$ cat src/hcbd_pkg.sv
`default_nettype none

package hcbd_pkg;

  // Defaults and fixed widths
  localparam int SIZE_BITS_DEF = 32;
  localparam int COUNT_BITS    = 32;
  localparam int LEN_BITS      = 31;
  localparam int BYTE_BITS     = 8;
  localparam int ERR_BITS      = 2;
  localparam int CFG_IDX_BITS  = 1;

  // Configuration register indexes
  localparam logic [CFG_IDX_BITS-1:0] CFG_FRAMING_MODE = 1'b0;
  localparam logic [CFG_IDX_BITS-1:0] CFG_BODY_LENGTH  = 1'b1;

  // Framing modes
  localparam logic MODE_CHUNKED = 1'b0;
  localparam logic MODE_LENGTH  = 1'b1;

  // Error codes
  localparam logic [ERR_BITS-1:0] ERR_NONE       = 2'd0;
  localparam logic [ERR_BITS-1:0] ERR_AFTER_DONE = 2'd1;
  localparam logic [ERR_BITS-1:0] ERR_OVERFLOW   = 2'd2;

  // Characters
  localparam logic [BYTE_BITS-1:0] CH_CR    = 8'h0D;
  localparam logic [BYTE_BITS-1:0] CH_LF    = 8'h0A;
  localparam logic [BYTE_BITS-1:0] CH_SP    = 8'h20;
  localparam logic [BYTE_BITS-1:0] CH_TAB   = 8'h09;
  localparam logic [BYTE_BITS-1:0] CH_VT    = 8'h0B;
  localparam logic [BYTE_BITS-1:0] CH_FF    = 8'h0C;
  localparam logic [BYTE_BITS-1:0] CH_DIG0  = 8'h30;
  localparam logic [BYTE_BITS-1:0] CH_DIG9  = 8'h39;
  localparam logic [BYTE_BITS-1:0] CH_LOWA  = 8'h61;
  localparam logic [BYTE_BITS-1:0] CH_LOWF  = 8'h66;
  localparam logic [BYTE_BITS-1:0] CH_UPA   = 8'h41;
  localparam logic [BYTE_BITS-1:0] CH_UPF   = 8'h46;

  // Value 16 means "not a hex digit"
  localparam logic [4:0] HEX_NONE = 5'd16;

  typedef struct packed {
    logic [BYTE_BITS-1:0] out_byte;
    logic                 out_valid;
    logic                 message_done;
    logic [ERR_BITS-1:0]  error_code;
  } result_t;

  function automatic logic [4:0] hex_value(input logic [BYTE_BITS-1:0] b);
    logic [BYTE_BITS-1:0] diff;
    begin
      diff = '0;
      if (b >= CH_DIG0 && b <= CH_DIG9) begin
        diff = b - CH_DIG0;
      end else if (b >= CH_LOWA && b <= CH_LOWF) begin
        diff = b - CH_LOWA + 8'd10;
      end else if (b >= CH_UPA && b <= CH_UPF) begin
        diff = b - CH_UPA + 8'd10;
      end else begin
        diff = {3'b000, HEX_NONE};
      end
      hex_value = diff[4:0];
    end
  endfunction

  function automatic logic is_blank(input logic [BYTE_BITS-1:0] b);
    is_blank = (b == CH_SP) || (b == CH_TAB) || (b == CH_LF) ||
               (b == CH_VT) || (b == CH_FF);
  endfunction

endpackage

`default_nettype wire

$ cat src/hcbd_frame.sv
`default_nettype none

module hcbd_frame #(
  parameter int SIZE_BITS = hcbd_pkg::SIZE_BITS_DEF
) (
  input  wire logic                             clk,
  input  wire logic                             rst_n,
  input  wire logic                             step_en,
  input  wire logic [hcbd_pkg::BYTE_BITS-1:0]   in_byte,
  input  wire logic                             seg_end,
  input  wire logic                             framing_mode,
  input  wire logic [hcbd_pkg::LEN_BITS-1:0]    body_length,
  output hcbd_pkg::result_t                     res
);

  typedef enum logic [1:0] {
    PH_LEAD,
    PH_DIGITS,
    PH_CRSEEN,
    PH_DATA
  } phase_t;

  phase_t                           phase_r, phase_nxt;
  logic [SIZE_BITS-1:0]             chunk_left_r, chunk_left_nxt;
  logic [SIZE_BITS-1:0]             size_accum_r, size_accum_nxt;
  logic                             digits_ended_r, digits_ended_nxt;
  logic                             lead_used_r, lead_used_nxt;
  logic [hcbd_pkg::COUNT_BITS-1:0]  byte_count_r, byte_count_nxt;
  logic                             done_flag_r, done_flag_nxt;

  logic [4:0]                       digit;
  logic                             is_hex;
  logic                             acc_ovf;
  logic [SIZE_BITS-1:0]             acc_add;
  logic [SIZE_BITS-1:0]             chunk_dec;
  logic                             do_lead;

  assign digit     = hcbd_pkg::hex_value(in_byte);
  assign is_hex    = (digit != hcbd_pkg::HEX_NONE);
  // a digit does not fit once the top nibble is in use
  assign acc_ovf   = |size_accum_r[SIZE_BITS-1 -: 4];
  assign acc_add   = acc_ovf ? {SIZE_BITS{1'b1}} : {size_accum_r[SIZE_BITS-5:0], digit[3:0]};
  assign chunk_dec = chunk_left_r - {{(SIZE_BITS-1){1'b0}}, 1'b1};

  always_comb begin
    phase_nxt        = phase_r;
    chunk_left_nxt   = chunk_left_r;
    size_accum_nxt   = size_accum_r;
    digits_ended_nxt = digits_ended_r;
    lead_used_nxt    = lead_used_r;
    byte_count_nxt   = byte_count_r;
    done_flag_nxt    = done_flag_r;
    do_lead          = 1'b0;
    res              = '0;

    if (done_flag_r) begin
      res.error_code = hcbd_pkg::ERR_AFTER_DONE;
    end else if (framing_mode == hcbd_pkg::MODE_LENGTH) begin
      if (byte_count_r != {hcbd_pkg::COUNT_BITS{1'b1}}) begin
        byte_count_nxt = byte_count_r + hcbd_pkg::COUNT_BITS'(1);
      end
      res.out_byte  = in_byte;
      res.out_valid = 1'b1;
      if (seg_end && byte_count_nxt == {1'b0, body_length}) begin
        done_flag_nxt = 1'b1;
      end
    end else begin
      case (phase_r)
        PH_LEAD: begin
          if (in_byte == hcbd_pkg::CH_CR) begin
            phase_nxt = PH_CRSEEN;
          end else begin
            do_lead = 1'b1;
          end
        end
        PH_DIGITS: begin
          if (in_byte == hcbd_pkg::CH_CR) begin
            digits_ended_nxt = 1'b1;
            phase_nxt        = PH_CRSEEN;
          end else if (!digits_ended_r) begin
            if (is_hex) begin
              size_accum_nxt = acc_add;
              if (acc_ovf) begin
                res.error_code = hcbd_pkg::ERR_OVERFLOW;
              end
            end else begin
              digits_ended_nxt = 1'b1;
            end
          end
        end
        PH_CRSEEN: begin
          if (in_byte == hcbd_pkg::CH_LF) begin
            if (!lead_used_r) begin
              // opening CR LF of a size line is dropped once
              lead_used_nxt = 1'b1;
              phase_nxt     = PH_LEAD;
            end else begin
              chunk_left_nxt   = size_accum_r;
              size_accum_nxt   = '0;
              digits_ended_nxt = 1'b0;
              lead_used_nxt    = 1'b0;
              if (size_accum_r == '0) begin
                done_flag_nxt = 1'b1;
                phase_nxt     = PH_LEAD;
              end else begin
                phase_nxt = PH_DATA;
              end
            end
          end else if (in_byte == hcbd_pkg::CH_CR) begin
            lead_used_nxt = 1'b1;
          end else if (digits_ended_r) begin
            phase_nxt = PH_DIGITS;
          end else begin
            phase_nxt = PH_LEAD;
            do_lead   = 1'b1;
          end
        end
        default: begin
          res.out_byte   = in_byte;
          res.out_valid  = 1'b1;
          chunk_left_nxt = chunk_dec;
          if (chunk_dec == '0) begin
            phase_nxt     = PH_LEAD;
            lead_used_nxt = 1'b0;
          end
        end
      endcase

      // first non-CR byte of a size line
      if (do_lead) begin
        lead_used_nxt = 1'b1;
        if (!hcbd_pkg::is_blank(in_byte)) begin
          phase_nxt = PH_DIGITS;
          if (is_hex) begin
            size_accum_nxt = acc_add;
            if (acc_ovf) begin
              res.error_code = hcbd_pkg::ERR_OVERFLOW;
            end
          end else begin
            digits_ended_nxt = 1'b1;
          end
        end
      end
    end

    res.message_done = done_flag_nxt;
  end

  always_ff @(posedge clk) begin
    if (!rst_n) begin
      phase_r        <= PH_LEAD;
      chunk_left_r   <= '0;
      size_accum_r   <= '0;
      digits_ended_r <= 1'b0;
      lead_used_r    <= 1'b0;
      byte_count_r   <= '0;
      done_flag_r    <= 1'b0;
    end else if (step_en) begin
      phase_r        <= phase_nxt;
      chunk_left_r   <= chunk_left_nxt;
      size_accum_r   <= size_accum_nxt;
      digits_ended_r <= digits_ended_nxt;
      lead_used_r    <= lead_used_nxt;
      byte_count_r   <= byte_count_nxt;
      done_flag_r    <= done_flag_nxt;
    end
  end

  a_data_nonzero: assert property (@(posedge clk) disable iff (!rst_n)
    phase_r == PH_DATA |-> chunk_left_r != '0)
    else $error("data phase with no bytes left");

  a_done_sticky: assert property (@(posedge clk) disable iff (!rst_n)
    done_flag_r |=> done_flag_r)
    else $error("done flag cleared");

  a_after_done: assert property (@(posedge clk) disable iff (!rst_n)
    step_en && done_flag_r |-> res.error_code == hcbd_pkg::ERR_AFTER_DONE && !res.out_valid)
    else $error("word after completion not flagged");

  a_pass_clean: assert property (@(posedge clk) disable iff (!rst_n)
    step_en && res.out_valid |-> res.error_code == hcbd_pkg::ERR_NONE)
    else $error("payload word carries an error");

endmodule

`default_nettype wire

$ cat src/http_chunked_body_decoder.sv
`default_nettype none

// Channel  Handshake             Payload
// in       in_valid/in_ready     in_byte, in_segment_end
// out      out_valid/out_ready   out_byte, out_data_valid, out_message_done, out_error_code
// cfg      cfg_wr_en             cfg_index (0 framing_mode, 1 body_length), cfg_data
//
// One word in, one word out; a word is registered on entry, framed through the
// de-framing state, and lands in the output register.
// Throughput is one word per cycle while the output is not stalled.
// Reset (rst_n low, synchronous) empties both registers and clears the framing state.
// A stalled output holds the input register; one word waits there while the
// output register is full.

module http_chunked_body_decoder #(
  parameter int SIZE_BITS = hcbd_pkg::SIZE_BITS_DEF
) (
  input  wire logic                                clk,
  input  wire logic                                rst_n,
  input  wire logic                                in_valid,
  output logic                                     in_ready,
  input  wire logic [hcbd_pkg::BYTE_BITS-1:0]      in_byte,
  input  wire logic                                in_segment_end,
  output logic                                     out_valid,
  input  wire logic                                out_ready,
  output logic [hcbd_pkg::BYTE_BITS-1:0]           out_byte,
  output logic                                     out_data_valid,
  output logic                                     out_message_done,
  output logic [hcbd_pkg::ERR_BITS-1:0]            out_error_code,
  input  wire logic                                cfg_wr_en,
  input  wire logic [hcbd_pkg::CFG_IDX_BITS-1:0]   cfg_index,
  input  wire logic [hcbd_pkg::LEN_BITS-1:0]       cfg_data
);

  logic                              in_vld_r;
  logic [hcbd_pkg::BYTE_BITS-1:0]    in_byte_r;
  logic                              in_seg_r;
  logic                              out_vld_r;
  hcbd_pkg::result_t                 out_res_r;
  hcbd_pkg::result_t                 res;
  logic                              framing_mode_r;
  logic [hcbd_pkg::LEN_BITS-1:0]     body_length_r;
  logic                              advance;

  assign advance  = in_vld_r && (!out_vld_r || out_ready);
  assign in_ready = !in_vld_r || advance;

  hcbd_frame #(
    .SIZE_BITS(SIZE_BITS)
  ) u_frame (
    .clk          (clk),
    .rst_n        (rst_n),
    .step_en      (advance),
    .in_byte      (in_byte_r),
    .seg_end      (in_seg_r),
    .framing_mode (framing_mode_r),
    .body_length  (body_length_r),
    .res          (res)
  );

  always_ff @(posedge clk) begin
    if (!rst_n) begin
      in_vld_r  <= 1'b0;
      out_vld_r <= 1'b0;
    end else begin
      if (in_ready) begin
        in_vld_r <= in_valid;
      end
      if (advance) begin
        out_vld_r <= 1'b1;
      end else if (out_ready) begin
        out_vld_r <= 1'b0;
      end
    end
  end

  always_ff @(posedge clk) begin
    if (in_valid && in_ready) begin
      in_byte_r <= in_byte;
      in_seg_r  <= in_segment_end;
    end
    if (advance) begin
      out_res_r <= res;
    end
  end

  always_ff @(posedge clk) begin
    if (!rst_n) begin
      framing_mode_r <= hcbd_pkg::MODE_CHUNKED;
      body_length_r  <= '0;
    end else if (cfg_wr_en) begin
      case (cfg_index)
        hcbd_pkg::CFG_FRAMING_MODE: framing_mode_r <= cfg_data[0];
        hcbd_pkg::CFG_BODY_LENGTH:  body_length_r  <= cfg_data;
        default: begin
        end
      endcase
    end
  end

  assign out_valid        = out_vld_r;
  assign out_byte         = out_res_r.out_byte;
  assign out_data_valid   = out_res_r.out_valid;
  assign out_message_done = out_res_r.message_done;
  assign out_error_code   = out_res_r.error_code;

endmodule

`default_nettype wire
$ cat config.mk
export PLATFORM = sky130hd
export DESIGN_NAME = http_chunked_body_decoder
export DESIGN_NICKNAME = d
export VERILOG_FILES = /design/src/hcbd_pkg.sv /design/src/hcbd_frame.sv /design/src/http_chunked_body_decoder.sv
export SDC_FILE = /design/constraint.sdc
export NUM_CORES = 1
export LEC_CHECK = 0
export BUFFER_PORTS_ARGS = -buffer_cell sky130_fd_sc_hd__clkbuf_2
export CORE_MARGIN = 1
export CORE_UTILIZATION = 40
export DETAILED_ROUTE_END_ITERATION = 10
export GPL_TIMING_DRIVEN = 0
export PLACE_DENSITY = 0.65
export SLEW_MARGIN = 20
export SYNTH_ARGS = -nofsm -noshare
export SYNTH_HDL_FRONTEND = slang
export SYNTH_HIERARCHICAL = 1
export SYNTH_SLANG_ARGS = --single-unit
$ cat constraint.sdc
create_clock -name clk -period 5.03 [get_ports clk]
set_clock_uncertainty 0.15 [all_clocks]
set_input_delay 0.503 -clock clk [delete_from_list [all_inputs] [get_ports clk]]
set_output_delay 0.503 -clock clk [all_outputs]
set_load 0.01 [all_outputs]
After elaboration in Yosys (flattened, before gate mapping) --
Index checks and enable logic that the tools add are counted.
Word-level totals: memories kept 0, logic and storage cells 151, memory bits (writable) 0, ROM bits 0, flip-flop bits (word level) 156, output and inout bits 14, input port bits 46, bits in latches 0
Cells by class: divide/modulo/power cells 0, multiply operators 0, reductions and logical operators 29, equal/unequal tests 15, order comparisons 6, shifts and indexed selects 0, bitwise logic cells 4, mux-type cells 72, $add $sub $neg 7
Operator list (count):
- 32-bit two-way mux | 14
- 32-bit case mux with 2 select lines | 2
- 32-bit zero test | 2
- 8-bit by 4-bit == test with 1-bit output (second input constant) | 5
- 2-bit two-way mux | 17
- 32-bit by 1-bit adder with 32-bit output (second input constant) | 1
- 32-bit by 31-bit == test with 1-bit output | 1
- 32-bit != test (second input constant) | 1
- 32-bit by 1-bit subtractor with 32-bit output (second input constant) | 1
- 1-bit two-way mux | 30
- 9-bit two-way mux | 2
- 8-bit by 7-bit greater-or-equal comparator with 1-bit output (second input constant) | 2
- 8-bit by 7-bit less-or-equal comparator with 1-bit output (second input constant) | 2
- 5-bit two-way mux | 3
- 6-bit AND reduction | 2
- 5-bit by 4-bit adder with 5-bit output (second input constant) | 2
- 5-bit by 1-bit subtractor with 5-bit output (second input constant) | 2
- 8-bit by 6-bit == test with 1-bit output (second input constant) | 1
- 8-bit by 6-bit greater-or-equal comparator with 1-bit output (second input constant) | 1
- 8-bit by 6-bit less-or-equal comparator with 1-bit output (second input constant) | 1
- 1-bit logical AND | 6
- 1-bit logical OR | 6
- 2-bit by 1-bit != test with 1-bit output (second input constant) | 3
- 1-bit case mux with 2 select lines | 3
- other kinds (16) | 23

Logic depth before layout (Yosys ltp) --
depth after elaboration 15, gate-level depth with buffers 14, depth with buffers taken out 11

By module --
The synthesis kept the hierarchy.
By module, submodules not included:
- hcbd_frame | cells an instance 977, area an instance 7021.7 µm², instances 1
- http_chunked_body_decoder | cells an instance 175, area an instance 2108.3 µm², instances 1

Worst setup path before layout --
Ideal clock, no wire load.
path kind reg2reg, start point register in_byte_r[0] (netlist name), end point register u_frame.size_accum_r[10], arrival time 2855 ps, library setup time 71 ps, cell stages (with the launch flop) 15, path slack 1954 ps, cells stage by stage edfxtp_1 > inv_1 > ha_1 > nor2b_1 > and4_1 > clkbuf_1 > nor3_1 > o21ai_1 > a311o_1 > or2_2 > clkbuf_1 > a21oi_1 > clkbuf_1 > o21ai_0 > a21oi_1
On the way: cells in the longest elaborated chain, start to end 13, elaborated cells between the ends (all ways) 42, classes of those cells add/sub: 5; order compare: 6; eq/ne: 7; mux: 17; reduce/logical: 7
RTL lines:
- start: declaration | line http_chunked_body_decoder.sv:36 | logic [hcbd_pkg::BYTE_BITS-1:0] in_byte_r;
- start signal: assignment | line http_chunked_body_decoder.sv:79 | in_byte_r <= in_byte;
- 5-bit by 1-bit subtractor with 5-bit output (tied with other cells) | line hcbd_pkg.sv:57, hcbd_pkg.sv:59
- 5-bit by 4-bit adder with 5-bit output or 1-bit logical AND (tied branches) | line hcbd_pkg.sv:57, hcbd_pkg.sv:59, hcbd_pkg.sv:58
- 5-bit two-way mux | line hcbd_pkg.sv:58 | end else if (b >= CH_UPA && b <= CH_UPF) begin
- 5-bit two-way mux | line hcbd_pkg.sv:56 | end else if (b >= CH_LOWA && b <= CH_LOWF) begin
- 5-bit two-way mux | line hcbd_pkg.sv:54 | if (b >= CH_DIG0 && b <= CH_DIG9) begin
- 5-bit != test | line hcbd_frame.sv:39 | assign is_hex = (digit != hcbd_pkg::HEX_NONE);
- 32-bit two-way mux | line hcbd_frame.sv:81 | if (is_hex) begin
- 32-bit two-way mux | line hcbd_frame.sv:80 | end else if (!digits_ended_r) begin
- 32-bit two-way mux | line hcbd_frame.sv:77 | if (in_byte == hcbd_pkg::CH_CR) begin
- 32-bit case mux with 2 select lines | line hcbd_frame.sv:68 | case (phase_r)
- 32-bit two-way mux | line hcbd_frame.sv:134 | if (is_hex) begin
- 32-bit two-way mux | line hcbd_frame.sv:132 | if (!hcbd_pkg::is_blank(in_byte)) begin
- 32-bit two-way mux * | line hcbd_frame.sv:130 | if (do_lead) begin
- end signal: assignment | line hcbd_frame.sv:161 | size_accum_r <= size_accum_nxt;
- end: declaration | line hcbd_frame.sv:25 | logic [SIZE_BITS-1:0] size_accum_r, size_accum_nxt;
Mark *: on every way between the ends. The rest lies on a longest branch, timed or not. The select of a mux whose other input is x is not followed. A chain may end at the register's enable or synchronous reset.

Worst setup path in the final report --
start point register u_frame.chunk_left_r[2], end point register u_frame.phase_r[0]
On the way: cells in the longest elaborated chain, start to end 6
RTL lines:
- start: declaration | line hcbd_frame.sv:24 | logic [SIZE_BITS-1:0] chunk_left_r, chunk_left_nxt;
- start signal: assignment | line hcbd_frame.sv:160 | chunk_left_r <= chunk_left_nxt;
- 32-bit by 1-bit subtractor with 32-bit output * | line hcbd_frame.sv:43 | assign chunk_dec = chunk_left_r - {{(SIZE_BITS-1){1'b0}}, 1'b1};
- 32-bit zero test * | line hcbd_frame.sv:122 | if (chunk_dec == '0) begin
- 2-bit two-way mux * | line hcbd_frame.sv:122
- 2-bit case mux with 2 select lines * | line hcbd_frame.sv:68
- 2-bit two-way mux | line hcbd_frame.sv:132
- 2-bit two-way mux * | line hcbd_frame.sv:130
- end signal: assignment | line hcbd_frame.sv:159 | phase_r <= phase_nxt;
- end: declaration | line hcbd_frame.sv:23 | phase_t phase_r, phase_nxt;
Mark *: on every way between the ends. The rest lies on a longest branch, timed or not.

==> summary by stage <==
Clock tree
The clock root buffer is sky130_fd_sc_hd__clkbuf_16. Clock-pin slew was measured on the worst setup and hold paths at 0.07 ns. The setup fix buffers added after clock tree synthesis is 0. The number of buffers on the longest clock path is 2.

The TritonCTS clock tree is yes. The number of hold buffers added after CTS is 0. The clock insertion delay at the later pin of the skew report is 0.44 ns.

TritonCTS created 17 clock buffers. Counting every sink on the clock net gives 156. The maximum level of the CTS H-tree is 4. In this run, post-CTS repair resized a total of 0 instances.

Timing
The tightest slew margin relative to the limit is 0.251. The final-layout worst hold slack is 0.0894 ns. For the pin with the worst max-slew slack, the measured transition is 1.12 ns.

For the finished layout, the period the worst path requires is 4.34 ns. Setup violations remaining at the end of the flow were counted as 0. Dividing the final minimum period by the clock period gives 0.863. In the final timing run, aggregate negative setup slack is 0 ns.

The number of hold violations in the final report is 0. Setup repair after global routing left no endpoint under its margin. Timing would allow up to 230 MHz.

The number of slew-limit violations in the final report is 0.

Final layout
The net count of the finished layout is 1,287. The number of antenna diodes in the final layout is 0. The relative area change from synthesis to final layout is 13.7%. The final core area utilization is 0.470.

The fraction of final layout cells with drive strength greater than 1 is 0.134.

Power and ir drop
Power spread over the standard cell area amounts to 273 nW/um2. The analysis attributes to cell leakage a power of 3.77 nW. The peak ir drop on the vdd network is 0.000236 V. Power comes to 2.83 mW.

Synth
Of all flip-flops after synthesis, the portion carrying an async set or reset was 0. The share of synthesized area in the top cell type comes to 0.296. The portion of the post-synthesis area used by sequential elements is 0.365. The top flip-flop cell by instance count after synthesis is sky130_fd_sc_hd__dfxtp_1.

Sorting the synthesized cells by area gives the leading types as sky130_fd_sc_hd__dfxtp_1 (30%), sky130_fd_sc_hd__edfxtp_1 (6.9%), sky130_fd_sc_hd__nand2_1 (5.9%). sky130_fd_sc_hd__dfxtp_1 takes more of the synthesized area than any other cell. sky130_fd_sc_hd__nand2_1 is the most common cell in the netlist.

The count of flip-flops with a built-in enable after synthesis is 21. The mean cell area of the mapped netlist is 7.93 um2. The number of nets in the synthesized netlist is 1,209. The commonest cells after synthesis are sky130_fd_sc_hd__nand2_1 (143), sky130_fd_sc_hd__dfxtp_1 (135), sky130_fd_sc_hd__nor2_1 (113), sky130_fd_sc_hd__o21ai_0 (88), sky130_fd_sc_hd__a21oi_1 (84). In this run the cell area of the synthesized design comes to 9130 um2. In this run, synthesis produced a sequential element count of 156. The number of different library cells used by synthesis comes to 80. For this run, the number of Yosys warnings is 6. Counting every instance in the synthesized netlist gives 1,152.

Route
Using the TritonRoute via totals, the vias-per-cell ratio works out to 5.96. The detailed router placed 9,084 vias in this run. In the final routed layout, each cell accounts on average for 18.2 um. The final layout contains routed wiring with a total length of 27,700 um. In this run the remaining antenna-violating nets after routing total 0. For this run, design rule violations remaining after detail routing come to 0. The detailed router's first-iteration violation count is 848. The first TritonRoute pass finished after 5 iterations.

Floorplanning
The vertical extent of the die is 153 um. The top-level port count is 60. The floorplan has 54 rows. The initial utilization of the core area, before any placement, comes to 0.413. The die footprint is 23,400 um2. The die span in x is 153 um. The core region is 22,100 um2.

Global routing
The number of global-route vias before repair was 8,314. The first global-routing pass estimated 44,200 um of wire. Entering global routing, the biggest net connects 17 pins. The number of antenna violations at the first check in global routing was 0.

The total overflow left after global routing is 0. Across every metal layer, demand over resource in global routing totals 0.236.

Worst hold path
The worst hold path stage count is 1. The worst hold path belongs to the class input port to flip-flop.

Job
Across the run, the number of max-cap violations was 0.

Critical path
The arrival time of data at the critical path endpoint is 4.48 ns. STA classifies the critical path endpoint as a flip-flop. The worst setup path is launched from a flip-flop. The maximum fanout count along the critical path is 9. The worst register-to-register path has a depth of 11.

The critical path is of the flip-flop to flip-flop type. Data on the critical path is required at its endpoint by 5.17 ns.

Place
The global placer's final weighted congestion is 0.938. The number of port buffers is 59. After legalization and detailed placement, the total HPWL measured 20,300 um.

Run status
The run finished with clean final reports.
## final cells by class
class / count / area, um2
Buffer: 82 / 413
Clock buffer: 18 / 429
Clock inverter: 14 / 175
Fill cell: 2163 / 11700
Inverter: 19 / 71.3
Multi-Input combinational cell: 895 / 5320
Sequential cell: 156 / 3330
Tap cell: 280 / 350
Timing Repair Buffer: 59 / 295
## registers in the layout, summed over array words and instances, names as in the netlist
name	cells
u_frame/lead_used_r	1
body_length_r	31
out_error_code	2
u_frame/digits_ended_r	1
out_data_valid	1
u_frame/chunk_left_r	32
u_frame/byte_count_r	32
framing_mode_r	1
out_message_done	1
in_vld_r	1
u_frame/size_accum_r	32
u_frame/phase_r	2
out_valid	1
in_seg_r	1
in_byte_r	8
u_frame/done_flag_r	1
out_byte	8
## worst max-delay path: stages, from the launching register on
cell and delay (ns):
sky130_fd_sc_hd__dfxtp_1 0.30, sky130_fd_sc_hd__clkbuf_1 0.19, sky130_fd_sc_hd__nor4_1 0.97, sky130_fd_sc_hd__nand4_1 0.51, sky130_fd_sc_hd__or3_1 0.48, sky130_fd_sc_hd__clkbuf_1 0.20, sky130_fd_sc_hd__xnor2_1 0.17, sky130_fd_sc_hd__nor4_1 0.39
sky130_fd_sc_hd__nand4_1 0.32, sky130_fd_sc_hd__and2_1 0.28, sky130_fd_sc_hd__o21ai_0 0.15, sky130_fd_sc_hd__a21oi_1 0.10
## per-stage QoR
step	setup WS, ns	cells	cell area (um2)
3_3_place_gp	0.839	1491	9780
2_1_floorplan	1.95	1152	9130
5_1_grt	0.517	1523	10400
4_1_cts	0.883	1523	10400
3_5_place_dp	0.902	1491	9780
6_report	0.688	1523	10400
## kinds of logic (layout without fill, tap and decap cells)
group / after synthesis / after routing / synth area share
xor+xnor: 70 / 70 / 0.0672
fa+ha+maj: 11 / 11 / 0.0151
mux: 9 / 9 / 0.00987
buf+inv: 101 / 192 / 0.0530
simple gates: 505 / 505 / 0.283
compound gates: 300 / 300 / 0.207
flops: 156 / 156 / 0.365
## worst paths after layout
path                                              start            endpoint  slack [ns]
worst max register to register  u_frame/chunk_left_r[2]  u_frame/phase_r[0]        0.69
worst min register to register        body_length_r[23]   body_length_r[23]        0.33
worst max-delay path            u_frame/chunk_left_r[2]  u_frame/phase_r[0]        0.69
worst min-delay path                         in_byte[7]        in_byte_r[7]        0.09
## power breakdown
part	switching, mW	internal [mW]	total [mW]	leakage, nW
clock	0.587	0.754	1.34	0.296
combinational	0.112	0.0710	0.183	2.18
sequential	0.0229	1.29	1.31	1.30
## cells in the final DEF (no fill, tap or decap), drive strengths merged, types with 15 or more instances in the layout
| cell type | count |
|---|---|
| nand3 | 27 |
| nor4 | 33 |
| buf | 25 |
| a31oi | 15 |
| xnor2 | 34 |
| xor2 | 36 |
| edfxtp | 21 |
| a21oi | 84 |
| nand2 | 144 |
| o21ai | 119 |
| clkbuf | 134 |
| and2 | 16 |
| nor2 | 113 |
| a22oi | 15 |
| nand4 | 58 |
| inv | 26 |
| dfxtp | 135 |
| nor3 | 33 |
| or3 | 15 |
## metal layers
metal  global-route usage  part of all wire
met4               0.0798             0.023
met3               0.0445             0.076
met1                0.332              0.46
met5                    0                 0
met2                0.362              0.44
(Power assumes the default switching activity.)
